===== config.mk =====
export PLATFORM = sky130hd
export DESIGN_NAME = peak_hold_seven_segment_scanner_flat
export DESIGN_NICKNAME = d
export VERILOG_FILES = /design/src/sv/phss_pkg.sv /design/src/sv/phss_if.sv /design/src/sv/phss_digit_split.sv /design/src/sv/peak_hold_seven_segment_scanner.sv /design/src/flat_wrapper.sv
export SDC_FILE = /design/constraint.sdc
export NUM_CORES = 1
export LEC_CHECK = 0
export ABC_AREA = 1
export CAP_MARGIN = 10
export CORE_UTILIZATION = 35
export CTS_CLUSTER_DIAMETER = 120
export CTS_CLUSTER_SIZE = 30
export DETAILED_ROUTE_END_ITERATION = 7
export DONT_BUFFER_PORTS = 1
export SLEW_MARGIN = 30
export SYNTH_ARGS = -nofsm -noshare
export SYNTH_HDL_FRONTEND = slang
export SYNTH_SLANG_ARGS = --single-unit

===== constraint.sdc =====
create_clock -name clk -period 21.6 [get_ports clk]
set_input_delay 2.16 -clock clk [delete_from_list [all_inputs] [get_ports clk]]
set_output_delay 2.16 -clock clk [all_outputs]
set_load 0.03 [all_outputs]

===== src/sv/phss_pkg.sv =====
// Package for the peak-hold seven-segment scanner: types, codes and the segment table.
package phss_pkg;

  localparam int unsigned SampleWidth  = 10;
  localparam int unsigned EnableWidth  = 5;
  localparam int unsigned SegmentWidth = 7;
  localparam int unsigned DigitWidth   = 4;

  // Input item kinds
  localparam logic FUNC_SAMPLE = 1'b0;
  localparam logic FUNC_TICK   = 1'b1;

  // Table code shown in the unit-letter phase
  localparam logic [DigitWidth-1:0] UNIT_LETTER_CODE = 4'd10;

  // Digit-enable masks
  localparam logic [EnableWidth-1:0] EN_BLANK    = 5'd0;
  localparam logic [EnableWidth-1:0] EN_HUNDREDS = 5'd1;
  localparam logic [EnableWidth-1:0] EN_TENS     = 5'd2;
  localparam logic [EnableWidth-1:0] EN_UNITS    = 5'd4;
  localparam logic [EnableWidth-1:0] EN_LETTER   = 5'd16;

  // Scan phases; codes six and seven cannot arise from reset
  typedef enum logic [2:0] {
    PH_BLANK_LEAD  = 3'd0,
    PH_HUNDREDS    = 3'd1,
    PH_TENS        = 3'd2,
    PH_UNITS       = 3'd3,
    PH_BLANK_TRAIL = 3'd4,
    PH_LETTER      = 3'd5
  } phss_phase_t;

  // Decimal digits of the held peak
  typedef struct packed {
    logic [DigitWidth-1:0] hundreds;
    logic [DigitWidth-1:0] tens;
    logic [DigitWidth-1:0] units;
  } phss_digits_t;

  // Segment table, kept with its duplicate patterns
  function automatic logic [SegmentWidth-1:0] seg_pattern(input logic [DigitWidth-1:0] code);
    logic [SegmentWidth-1:0] pat;
    unique case (code)
      4'd0:    pat = 7'h3F;
      4'd1:    pat = 7'h09;
      4'd2:    pat = 7'h5E;
      4'd3:    pat = 7'h5B;
      4'd4:    pat = 7'h69;
      4'd5:    pat = 7'h73;
      4'd6:    pat = 7'h77;
      4'd7:    pat = 7'h19;
      4'd8:    pat = 7'h7F;
      4'd9:    pat = 7'h7B;
      4'd10:   pat = 7'h7D;
      4'd11:   pat = 7'h7F;
      4'd12:   pat = 7'h36;
      4'd13:   pat = 7'h3F;
      4'd14:   pat = 7'h76;
      default: pat = 7'h74;
    endcase
    return pat;
  endfunction

endpackage


===== src/sv/phss_if.sv =====
// Stream interfaces for the scanner's input items and result items.
interface phss_in_if
  import phss_pkg::*;
  ();
  logic                   valid;
  logic                   ready;
  logic                   func;
  logic [SampleWidth-1:0] sample_value;

  modport source (output valid, output func, output sample_value, input ready);
  modport sink   (input valid, input func, input sample_value, output ready);
endinterface

interface phss_out_if
  import phss_pkg::*;
  ();
  logic                    valid;
  logic                    ready;
  logic [EnableWidth-1:0]  digit_enable;
  logic [SegmentWidth-1:0] segment_pattern;
  logic [SampleWidth-1:0]  held_peak;

  modport source (output valid, output digit_enable, output segment_pattern,
                  output held_peak, input ready);
  modport sink   (input valid, input digit_enable, input segment_pattern,
                  input held_peak, output ready);
endinterface


===== src/sv/phss_digit_split.sv =====
// Splits the held peak into hundreds, tens and units by reciprocal multiplication.
module phss_digit_split
  import phss_pkg::*;
  (
  input  logic [SampleWidth-1:0] value,
  output phss_digits_t           digits
);

  // value * 41 >> 12 equals value / 100 for every 10-bit value
  logic [15:0] hund_prod;
  logic [3:0]  hund;
  logic [10:0] hund_back;
  logic [6:0]  rem100;
  // rem * 205 >> 11 equals rem / 10 for rem below 100
  logic [14:0] tens_prod;
  logic [3:0]  tens;
  logic [6:0]  tens_back;

  always_comb begin
    hund_prod = 16'(value) * 16'd41;
    hund      = hund_prod[15:12];
    hund_back = 11'(hund) * 11'd100;
    rem100    = 7'(11'(value) - hund_back);
    tens_prod = 15'(rem100) * 15'd205;
    tens      = tens_prod[14:11];
    tens_back = 7'(tens) * 7'd10;
    digits.hundreds = hund;
    digits.tens     = tens;
    digits.units    = 4'(rem100 - tens_back);
  end

endmodule


===== src/sv/peak_hold_seven_segment_scanner.sv =====
// Top level of the peak-hold meter with a multiplexed seven-segment scanner.
//
// Use: items arrive on the samples channel. A beat with func low offers a
// converter reading; the block keeps the largest reading since reset and
// returns nothing. A beat with func high is a scan tick: it steps the
// six-phase scan counter and returns one beat on the results channel with
// the digit-enable mask, the segment pattern and the held peak.
// Phases one to three drive hundreds, tens and units, phase five the unit
// letter, and phases zero and four blank the digits while the segment latch
// keeps its last pattern.
// Latency: a tick's result is valid in the cycle after its beat is taken.
// Throughput: one item per cycle unless stalled; the digit split and table
// lookup sit between the input handshake and the single result register.
// Reset (rst, synchronous): peak, phase and segment latch clear to zero and
// the result register empties.
// Stall: a waiting result holds; samples.ready stays high while the result
// register is empty or being taken in the same cycle, so an item can be taken
// alongside each result that leaves.
module peak_hold_seven_segment_scanner
  import phss_pkg::*;
  (
  input  logic            clk,
  input  logic            rst,
  phss_in_if.sink         samples,
  phss_out_if.source      results
);

  logic [SampleWidth-1:0]  peak_value;
  logic [SampleWidth-1:0]  peak_value_next;
  phss_phase_t             scan_phase;
  phss_phase_t             scan_phase_next;
  logic [SegmentWidth-1:0] segment_latch;
  logic [SegmentWidth-1:0] segment_latch_next;
  logic [EnableWidth-1:0]  enable_next;
  logic                    out_valid;
  logic [EnableWidth-1:0]  out_enable;
  logic [SegmentWidth-1:0] out_segment;
  logic [SampleWidth-1:0]  out_peak;
  logic                    take;
  logic                    tick;
  phss_digits_t            digits;

  assign samples.ready = !out_valid || results.ready;
  assign take          = samples.valid && samples.ready;
  assign tick          = take && (samples.func == FUNC_TICK);

  phss_digit_split u_split (
    .value  (peak_value),
    .digits (digits)
  );

  // Keep the largest reading
  always_comb begin
    peak_value_next = peak_value;
    if (take && samples.func == FUNC_SAMPLE && samples.sample_value > peak_value) begin
      peak_value_next = samples.sample_value;
    end
  end

  // Advance the scan phase, wrapping past the letter phase
  always_comb begin
    unique case (scan_phase)
      PH_BLANK_LEAD:  scan_phase_next = PH_HUNDREDS;
      PH_HUNDREDS:    scan_phase_next = PH_TENS;
      PH_TENS:        scan_phase_next = PH_UNITS;
      PH_UNITS:       scan_phase_next = PH_BLANK_TRAIL;
      PH_BLANK_TRAIL: scan_phase_next = PH_LETTER;
      default:        scan_phase_next = PH_BLANK_LEAD;
    endcase
  end

  // Drive enable and segment latch for the phase being entered
  always_comb begin
    enable_next        = EN_BLANK;
    segment_latch_next = segment_latch;
    unique case (scan_phase_next)
      PH_HUNDREDS: begin
        enable_next        = EN_HUNDREDS;
        segment_latch_next = seg_pattern(digits.hundreds);
      end
      PH_TENS: begin
        enable_next        = EN_TENS;
        segment_latch_next = seg_pattern(digits.tens);
      end
      PH_UNITS: begin
        enable_next        = EN_UNITS;
        segment_latch_next = seg_pattern(digits.units);
      end
      PH_LETTER: begin
        enable_next        = EN_LETTER;
        segment_latch_next = seg_pattern(UNIT_LETTER_CODE);
      end
      default: begin
        enable_next        = EN_BLANK;
        segment_latch_next = segment_latch;
      end
    endcase
  end

  // Update state
  always_ff @(posedge clk) begin
    if (rst) begin
      peak_value    <= '0;
      scan_phase    <= PH_BLANK_LEAD;
      segment_latch <= '0;
    end else begin
      peak_value <= peak_value_next;
      if (tick) begin
        scan_phase    <= scan_phase_next;
        segment_latch <= segment_latch_next;
      end
    end
  end

  // Hold the result beat until it is taken
  always_ff @(posedge clk) begin
    if (rst) begin
      out_valid <= 1'b0;
    end else if (samples.ready) begin
      out_valid <= tick;
    end
  end

  always_ff @(posedge clk) begin
    if (tick) begin
      out_enable  <= enable_next;
      out_segment <= segment_latch_next;
      out_peak    <= peak_value;
    end
  end

  assign results.valid           = out_valid;
  assign results.digit_enable    = out_enable;
  assign results.segment_pattern = out_segment;
  assign results.held_peak       = out_peak;

  // A taken tick always leaves a result beat behind
  a_tick_gives_result: assert property (@(posedge clk) disable iff (rst)
    tick |=> results.valid)
    else $error("tick beat produced no result");

  // A sample never lowers the held peak
  a_peak_monotonic: assert property (@(posedge clk) disable iff (rst)
    1'b1 |=> peak_value >= $past(peak_value))
    else $error("held peak decreased");

  // A larger reading becomes the peak
  a_peak_capture: assert property (@(posedge clk) disable iff (rst)
    (take && samples.func == FUNC_SAMPLE && samples.sample_value > peak_value)
    |=> peak_value == $past(samples.sample_value))
    else $error("larger reading not captured");

  // At most one digit is driven at a time
  a_enable_onehot: assert property (@(posedge clk) disable iff (rst)
    results.valid |-> $onehot0(results.digit_enable))
    else $error("more than one digit enabled");

  // The phase never leaves the six-phase cycle
  a_phase_range: assert property (@(posedge clk) disable iff (rst)
    tick |=> (3'(scan_phase) <= 3'(PH_LETTER)))
    else $error("scan phase out of range");

endmodule


===== src/flat_wrapper.sv =====
// flat-port wrapper written by rule: the top's interface ports become plain ports
module peak_hold_seven_segment_scanner_flat import phss_pkg::*;
  (clk, rst, samples_valid, samples_func, samples_sample_value, samples_ready, results_valid, results_digit_enable, results_segment_pattern, results_held_peak, results_ready);
  phss_in_if samples_i ();
  phss_out_if results_i ();
  input  logic clk;
  input  logic rst;
  input wire logic [$bits(samples_i.valid)-1:0] samples_valid;
  input wire logic [$bits(samples_i.func)-1:0] samples_func;
  input wire logic [$bits(samples_i.sample_value)-1:0] samples_sample_value;
  output wire logic [$bits(samples_i.ready)-1:0] samples_ready;
  output wire logic [$bits(results_i.valid)-1:0] results_valid;
  output wire logic [$bits(results_i.digit_enable)-1:0] results_digit_enable;
  output wire logic [$bits(results_i.segment_pattern)-1:0] results_segment_pattern;
  output wire logic [$bits(results_i.held_peak)-1:0] results_held_peak;
  input wire logic [$bits(results_i.ready)-1:0] results_ready;
  assign samples_i.valid = samples_valid;
  assign samples_i.func = samples_func;
  assign samples_i.sample_value = samples_sample_value;
  assign samples_ready = samples_i.ready;
  assign results_valid = results_i.valid;
  assign results_digit_enable = results_i.digit_enable;
  assign results_segment_pattern = results_i.segment_pattern;
  assign results_held_peak = results_i.held_peak;
  assign results_i.ready = results_ready;
  peak_hold_seven_segment_scanner u_core (.clk(clk), .rst(rst), .samples(samples_i), .results(results_i));
endmodule

==> results.md, run 1 <==
* # DRC at 0
* Post-synth EDFFs at 21
* Fin. max-slew vios at 0
* Worst hold path type: reg2reg
* WP data required at 21590 ps
* Initial antenna violation count at 0
* Final Hold Vio Count at 0
* Seq/Total Area, Yosys at around 22%
* Net count after synthesis at 744
* Setup crit start kind: register
* Top Family by Delay on Critical Path: adder cells
* Largest net degree at the start of global routing at 33
* Crit-path most repeated cell: ha_1
* Max stage delay on crit path at roughly 570 ps
* Drt pass-1 iters at 4
* Multi-input logic area at 0.00326 mm^2
* Vias in the first global route at 3802
* Crit end category: register
* Hold EP: u_core.segment_latch[4]
* Cts bufs inserted at 5
* Least-Margin Pin Slew at 693 ps
* Clk buf depth at 2
* Flops & latches, synth at 42
* Core region area at 0.0128 mm^2
* Clk root buf: clkbuf_16
* Clk_lat worst skew at between 200 and 300 ps
* H-Tree Depth at 2
* Area of the die at about 0.014 mm^2
* Hold_buf cts at 0
* Critical path's slowest cell: dfxtp_1
* Tcrit/Tclk final at roughly two fifths
* Drt total wl at around 11000 um
* Synth Instances at just over 600
* ANT cells at 0
* Gpl congestion at around 0.84
* Filler Cell Count at between 1000 and 1500
* Drt wl/cell at ~13 um
* CP arrival at 8790 ps
* Total GRT Usage at approximately 16%
* Relative max-transition margin at between 50% and 60%
* Fmax at 114 MHz
* Die width at ~120 um
* Initial core utilization at around 37%
* Most common cell after layout, fill and taps aside: nand2_1
* Asr flop ratio synth at 0%
* Commonest non-fill, non-tap cells in the layout: 148 x nand2_1, 95 x ha_1, 87 x inv_1
* Initial DRC Count at 191
* Vias per std cell at approximately 4.9
* Worst hold stages at 2
* Main flop type after synthesis: edfxtp_1
* R2R setup slack at between 10000 and 15000 ps
* Final setup violation count at 0
* Register Area at roughly 0.0011 mm^2
* Syn avg cell area at approximately 7.6 um^2
* R2r endpoint: u_core.results.segment_pattern[2]
* CTS tree: built
* DR vias at 3854
* Chip height at about 120 um
* YS warnings at 0
* Clk slew on worst S/H paths at about 60 ps
* Port Buffers at 0
* Outcome: finished, final reports clean
* Min Clock Period, post-route at 8810 ps
* Worst hold path startpoint: u_core.segment_latch[4]
* RSZ-0062 raised after global routing: no
* Layout net count at approximately 750
* FP Rows at between 40 and 50
* Global route overflow at 0
* Cell Area, Synth at approximately 0.0047 mm^2
* CP max FO at 7
* DPL Wire Length at 8940 um
* Setup CP Type: reg2reg
* First-pass GRT wire length at around 18000 um
* Setup_tns at 0 ps
* R2R depth at 38
* Layout cells sized above 1 at roughly 6.4%
* Unique masters post-synth at 38
* Post-cts sizing count at 0
* Worst Skew at roughly 3.7 ps
* R2R Path Start: u_core.peak_value[1]
* CP Buf/Inv Count at 4
* Clock sinks at 42
* Antenna viol nets, final at 0
* P&R area growth vs syn at 7.18%
* IO Pins at 39
* Max-cap violations at 0
* Post-CTS Setup Inserts at 0
per-stage QoR:
step	cell area (um^2)	worst slack (ps)	util, %	std cells	hold slack (ps)
detailed placement	4880	12780	38.0	786	523
floorplan	4690	13730	-	620	463
global placement	4880	13100	38.0	786	512
global route	5030	12140	39.2	794	543
CTS	5030	12760	39.2	794	535
finish	5030	12790	39.2	794	539
flip-flops by register name, summed over array words and instances, names as in the netlist:
name                            cells
u_core.results.digit_enable         4
u_core.results.valid                1
u_core.peak_value                  10
u_core.segment_latch                7
u_core.scan_phase                   3
u_core.results.held_peak           10
u_core.results.segment_pattern      7
cell usage after synthesis, drive strengths merged (14+ instances only):
cell	number	area share, %
o21ai	31	3.3
a21oi	27	3.0
fa	14	6.0
edfxtp	21	13
ha	95	25
inv	93	7.4
nand3	46	5.5
nor2	64	5.3
dfxtp	21	9.0
nand2	159	14
nand4	14	2.5
kinds of logic after synthesis:
| kind of cell | after synthesis | synth area share [%] |
|---|---|---|
| adders and majority gates | 109 | 31.3 |
| AOI/OAI and AO/OA | 68 | 8.00 |
| xor gates and xnor gates | 8 | 1.49 |
| other | 1 | 0.0800 |
| and+or+nand+nor | 291 | 28.5 |
| buffers and inverters | 101 | 8.16 |
| DFF | 42 | 22.4 |
layer usage:
metal / wire (um) / GRT usage, % / up-vias
li1: - / - / 2034
met3: 209 / 1.84 / 16
met5: 0 / 0 / -
met4: 178 / 2.80 / 0
met1: 5050 / 20.3 / 1749
met2: 5170 / 28.2 / 55
worst register-to-register path: cells and delay by family (launching register included):
family / cells / cell delay (ps)
xor gates and xnor gates: 3 / 990
and+or+nand+nor: 14 / 1450
buffers and inverters: 4 / 430
DFF: 1 / 570
adders and majority gates: 12 / 4410
AOI/OAI and AO/OA: 5 / 690
worst max path at each step:
stage,cells past startpoint,slack [ps],startpoint,endpoint
2_1_floorplan,39,13730,u_core.peak_value[1],u_core.results.segment_pattern[4]
3_3_place_gp,38,13100,u_core.peak_value[1],u_core.results.segment_pattern[2]
3_5_place_dp,38,12780,u_core.peak_value[1],u_core.results.segment_pattern[6]
4_1_cts,38,12760,u_core.peak_value[1],u_core.results.segment_pattern[2]
5_1_grt,40,12140,u_core.peak_value[1],u_core.segment_latch[3]
6_report,38,12790,u_core.peak_value[1],u_core.results.segment_pattern[2]
layout make-up:
type,count,share of cell area (%)
inverter,95,7.09
tap,172,4.28
clock buffer,7,2.84
multi-input combinational,477,64.8
sequential,42,20.9
clock inverter,1,0.0996
Power of run 1 is left out: the tool's default activity adds up to more than one toggle a clock period on the data nets, which glitch-free logic cannot reach.
==> run 2, diff against run 1 <==
--- a/config.mk
+++ b/config.mk
@@ -5,7 +5,7 @@
 export SDC_FILE = /design/constraint.sdc
 export NUM_CORES = 1
 export LEC_CHECK = 0
-export ABC_AREA = 1
+export ABC_AREA = 0
 export CAP_MARGIN = 10
 export CORE_UTILIZATION = 35
 export CTS_CLUSTER_DIAMETER = 120
==> constraint.sdc (replaced) <==
create_clock -name clk -period 7.8 [get_ports clk]
set_input_delay 0.78 -clock clk [delete_from_list [all_inputs] [get_ports clk]]
set_output_delay 0.78 -clock clk [all_outputs]
set_load 0.03 [all_outputs]
==> results.md, run 2 <==
* Global route overflow at 0 (unchanged)
* P&R area growth vs syn at 29.0%
* Cell area power density at between 300 and 400 mW/mm^2
* Clk root buf: clkbuf_16
* Outcome: finished, violations left
* CP max FO at 5 (-2)
* Most common cell after layout, fill and taps aside: ha_1
* FP Rows at 41 (unchanged)
* Worst hold stages at 2 (unchanged)
* Net count after synthesis at 574 (-23%)
* Drt total wl at 10200 um (-4.2%)
* Top Family by Delay on Critical Path: adder cells
* Crit end category: register
* Final Hold Vio Count at 0 (unchanged)
* Commonest non-fill, non-tap cells in the layout: 83 x ha_1, 80 x buf_4, 44 x inv_1
* Max-cap violations at 0 (unchanged)
* R2R Path Start: u_core.peak_value[3]
* Critical path's slowest cell: fa_1
* Flops & latches, synth at 42 (unchanged)
* Worst hold path type: reg2reg
* Initial DRC Count at 155 (-19%)
* Initial antenna violation count at 0 (unchanged)
* # DRC at 0 (unchanged)
* Top area cells in the synthesized netlist: ha_1 26%, edfxtp_1 14%, dfxtp_1 9.3%
* CP arrival at 8700 ps (-90 ps)
* Setup CP Type: reg2reg
* Clk_lat worst skew at 290 ps (+20 ps)
* YS warnings at 0 (unchanged)
* IO Pins at 39 (unchanged)
* Most frequent cell after synthesis: ha_1
* DPL Wire Length at 8040 um (-10%)
* Gpl congestion at 0.832 (-1.1%)
* Die width at 115 um (-1.9%)
* Port Buffers at 0 (unchanged)
* Setup WS post-layout at -859 ps (-13650 ps)
* Min Clock Period, post-route at 8660 ps (-146 ps)
* Top cell type's share of synthesized area at 26.4% (+1.0 points)
* Worst hold path startpoint: u_core.segment_latch[0]
* Asr flop ratio synth at 0% (unchanged)
* Vias per std cell at 5.04 (+3.9%)
* Largest net degree at the start of global routing at 32 (-3.0%)
* Initial core utilization at 35.8% (-0.72 points)
* Cts bufs inserted at 5 (unchanged)
* R2R setup slack at -860 ps (-13650 ps)
* Failing checks: negative setup slack
* WP data required at 7840 ps (-13750 ps)
* Clock sinks at 42 (unchanged)
* H-Tree Depth at 2 (unchanged)
* Max stage delay on crit path at 480 ps (-90 ps)
* Final setup violation count at 14 (+14)
* Layout Utilization at 46.3% (+7.1 points)
* Drt wl/cell at 14.6 um (+9.1%)
* CP Buf/Inv Count at 5 (+1)
* Filler Cell Count at 1163 (-11%)
* Fin. max-slew vios at 0 (unchanged)
* Worst Skew at 11.1 ps (+7.44 ps)
* Layout cells sized above 1 at 32.0% (+26 points)
* R2R depth at 39 (+2.6%)
* Antenna viol nets, final at 0 (unchanged)
* DP Worst Slack at -963 ps (-13740 ps)
* CTS tree: built
* Fmax at 115 MHz (+1.7%)
* Seq/Total Area, Yosys at 23.3% (+0.91 points)
* DR vias at 3516 (-8.8%)
* Most common library cells after synthesis: 95 x ha_1, 48 x inv_1, 34 x nor2_1, 24 x mux2i_1, 23 x a21oi_1
* Total GRT Usage at 16.2% (+0.44 points)
* Clk slew on worst S/H paths at 60 ps (about the same)
* Unique masters post-synth at 73 (+92%)
* Tcrit/Tclk final at 111% (+70 points)
* Post-synth EDFFs at 21 (unchanged)
* Drt pass-1 iters at 4 (unchanged)
* Least-Margin Pin Slew at 606 ps (-86.9 ps)
* Core region area at 0.0126 mm^2 (-2.0%)
* Lkg Pwr at ~2.8 nW
* Clk buf depth at 2 (unchanged)
* Vias in the first global route at 3538 (-6.9%)
* Hold_buf cts at 0 (unchanged)
* Cell Area, Synth at 0.00451 mm^2 (-3.9%)
* Main flop type after synthesis: edfxtp_1
* Largest area contributor in the netlist: ha_1
* Relative max-transition margin at 59.4% (+5.8 points)
* Hold EP: u_core.segment_latch[0]
* Layout net count at 648 (-13%)
* R2r endpoint: u_core.results.segment_pattern[6]
* Chip height at 115 um (-1.9%)
* Worst IR Drop VDD at roughly 230 uV
* Setup crit start kind: register
* Area of the die at 0.0133 mm^2 (-3.9%)
* Synth Instances at 450 (-27%)
* First-pass GRT wire length at 16900 um (-6.9%)
* RSZ-0062 raised after global routing: yes
* Crit-path most repeated cell: ha_1
* Syn avg cell area at 10.0 um^2 (+32%)
* ANT cells at 0 (unchanged)
-- run 2: changes by cell type after synthesis, moves of 7 or more --
cell	change
nand3_1	-36
nand2_1	-132
mux2i_1	+24
nor2_1	-27
xnor2_1	+9
inv_1	-40
o21a_1	+7
o21ai_0	-14
nand4_1	-8
-- run 2: report_power, final --
| part | leakage, nW | internal (mW) | switching [mW] |
|---|---|---|---|
| combinational | 2.37 | 0.866 | 0.819 |
| sequential | 0.373 | 0.249 | 0.0222 |
| clock | 0.0706 | 0.118 | 0.0854 |
| total | 2.81 | 1.23 | 0.926 |
-- run 2: per-layer routing --
metal / GRT usage [%] / wire length, um / up-vias
li1: - / - / 1762
met1: 20.7 / 4730 / 1653
met2: 27.4 / 4780 / 76
met3: 3.03 / 416 / 25
met4: 5.45 / 238 / 0
met5: 0 / 0 / -
-- run 2: cells by family (layout without fill, tap and decap cells) --
kind of cell | Yosys count | count (layout) | synth area share (%)
adder cells (fa/ha/maj) | 110 | 110 | 32.8
AND/OR/NAND/NOR | 93 | 94 | 10.8
AO/OA/AOI/OAI | 90 | 90 | 15.0
buffers and inverters | 64 | 138 | 5.80
flip-flops | 42 | 42 | 23.3
multiplexers | 27 | 27 | 6.41
XOR/XNOR | 23 | 23 | 5.80
other | 1 | 1 | 0.0832
-- run 2: worst max path at each step --
stage,startpoint,to,cells after the start
2_1_floorplan,u_core.peak_value[4],u_core.results.segment_pattern[6],38
3_3_place_gp,u_core.peak_value[4],u_core.results.segment_pattern[1],36
3_5_place_dp,u_core.peak_value[4],u_core.results.segment_pattern[1],36
4_1_cts,u_core.peak_value[4],u_core.results.segment_pattern[1],37
5_1_grt,u_core.peak_value[3],u_core.segment_latch[4],41
6_report,u_core.peak_value[3],u_core.results.segment_pattern[6],39
-- run 2: layout make-up --
type	count	area [um^2]	area share, %
multi-input cells	345	3580	61.7
flip-flops and latches	42	1070	18.4
repair buffers	82	623	10.7
well taps	172	215	3.70
inverters	48	183	3.14
clock buffers	6	129	2.22
clock inverters	2	10.0	0.172
-- run 2: tightest hold or removal path, cell delays in order, from the launching register on --
cell and delay, ps:
dfxtp_1 310, nor2_1 100, a211oi_1 50
-- run 2: metrics by stage --
step                      cells  total power, mW  hold WS, ps  cell area (um^2)  setup TNS [ps]
after detailed placement    677             1.64          502              5400          -11900
after CTS                   693             2.04          510              5720          -10310
final                       697             2.16          503              5810          -10810
after global placement      677             1.60          483              5400          -10070
after floorplan             450             1.22          471              4730           -9970
after global routing        697             2.35          540              5810          -17120
-- run 2: timing repair --
action / 4_1_cts / 5_1_grt
setup buffers: 7 / 4
pin swaps: 28 / 2
endpoints found under the setup margin: 14 / 14
cloned: 1 / 0
resized for setup: 19 / 9
(Power assumes the default switching activity.)
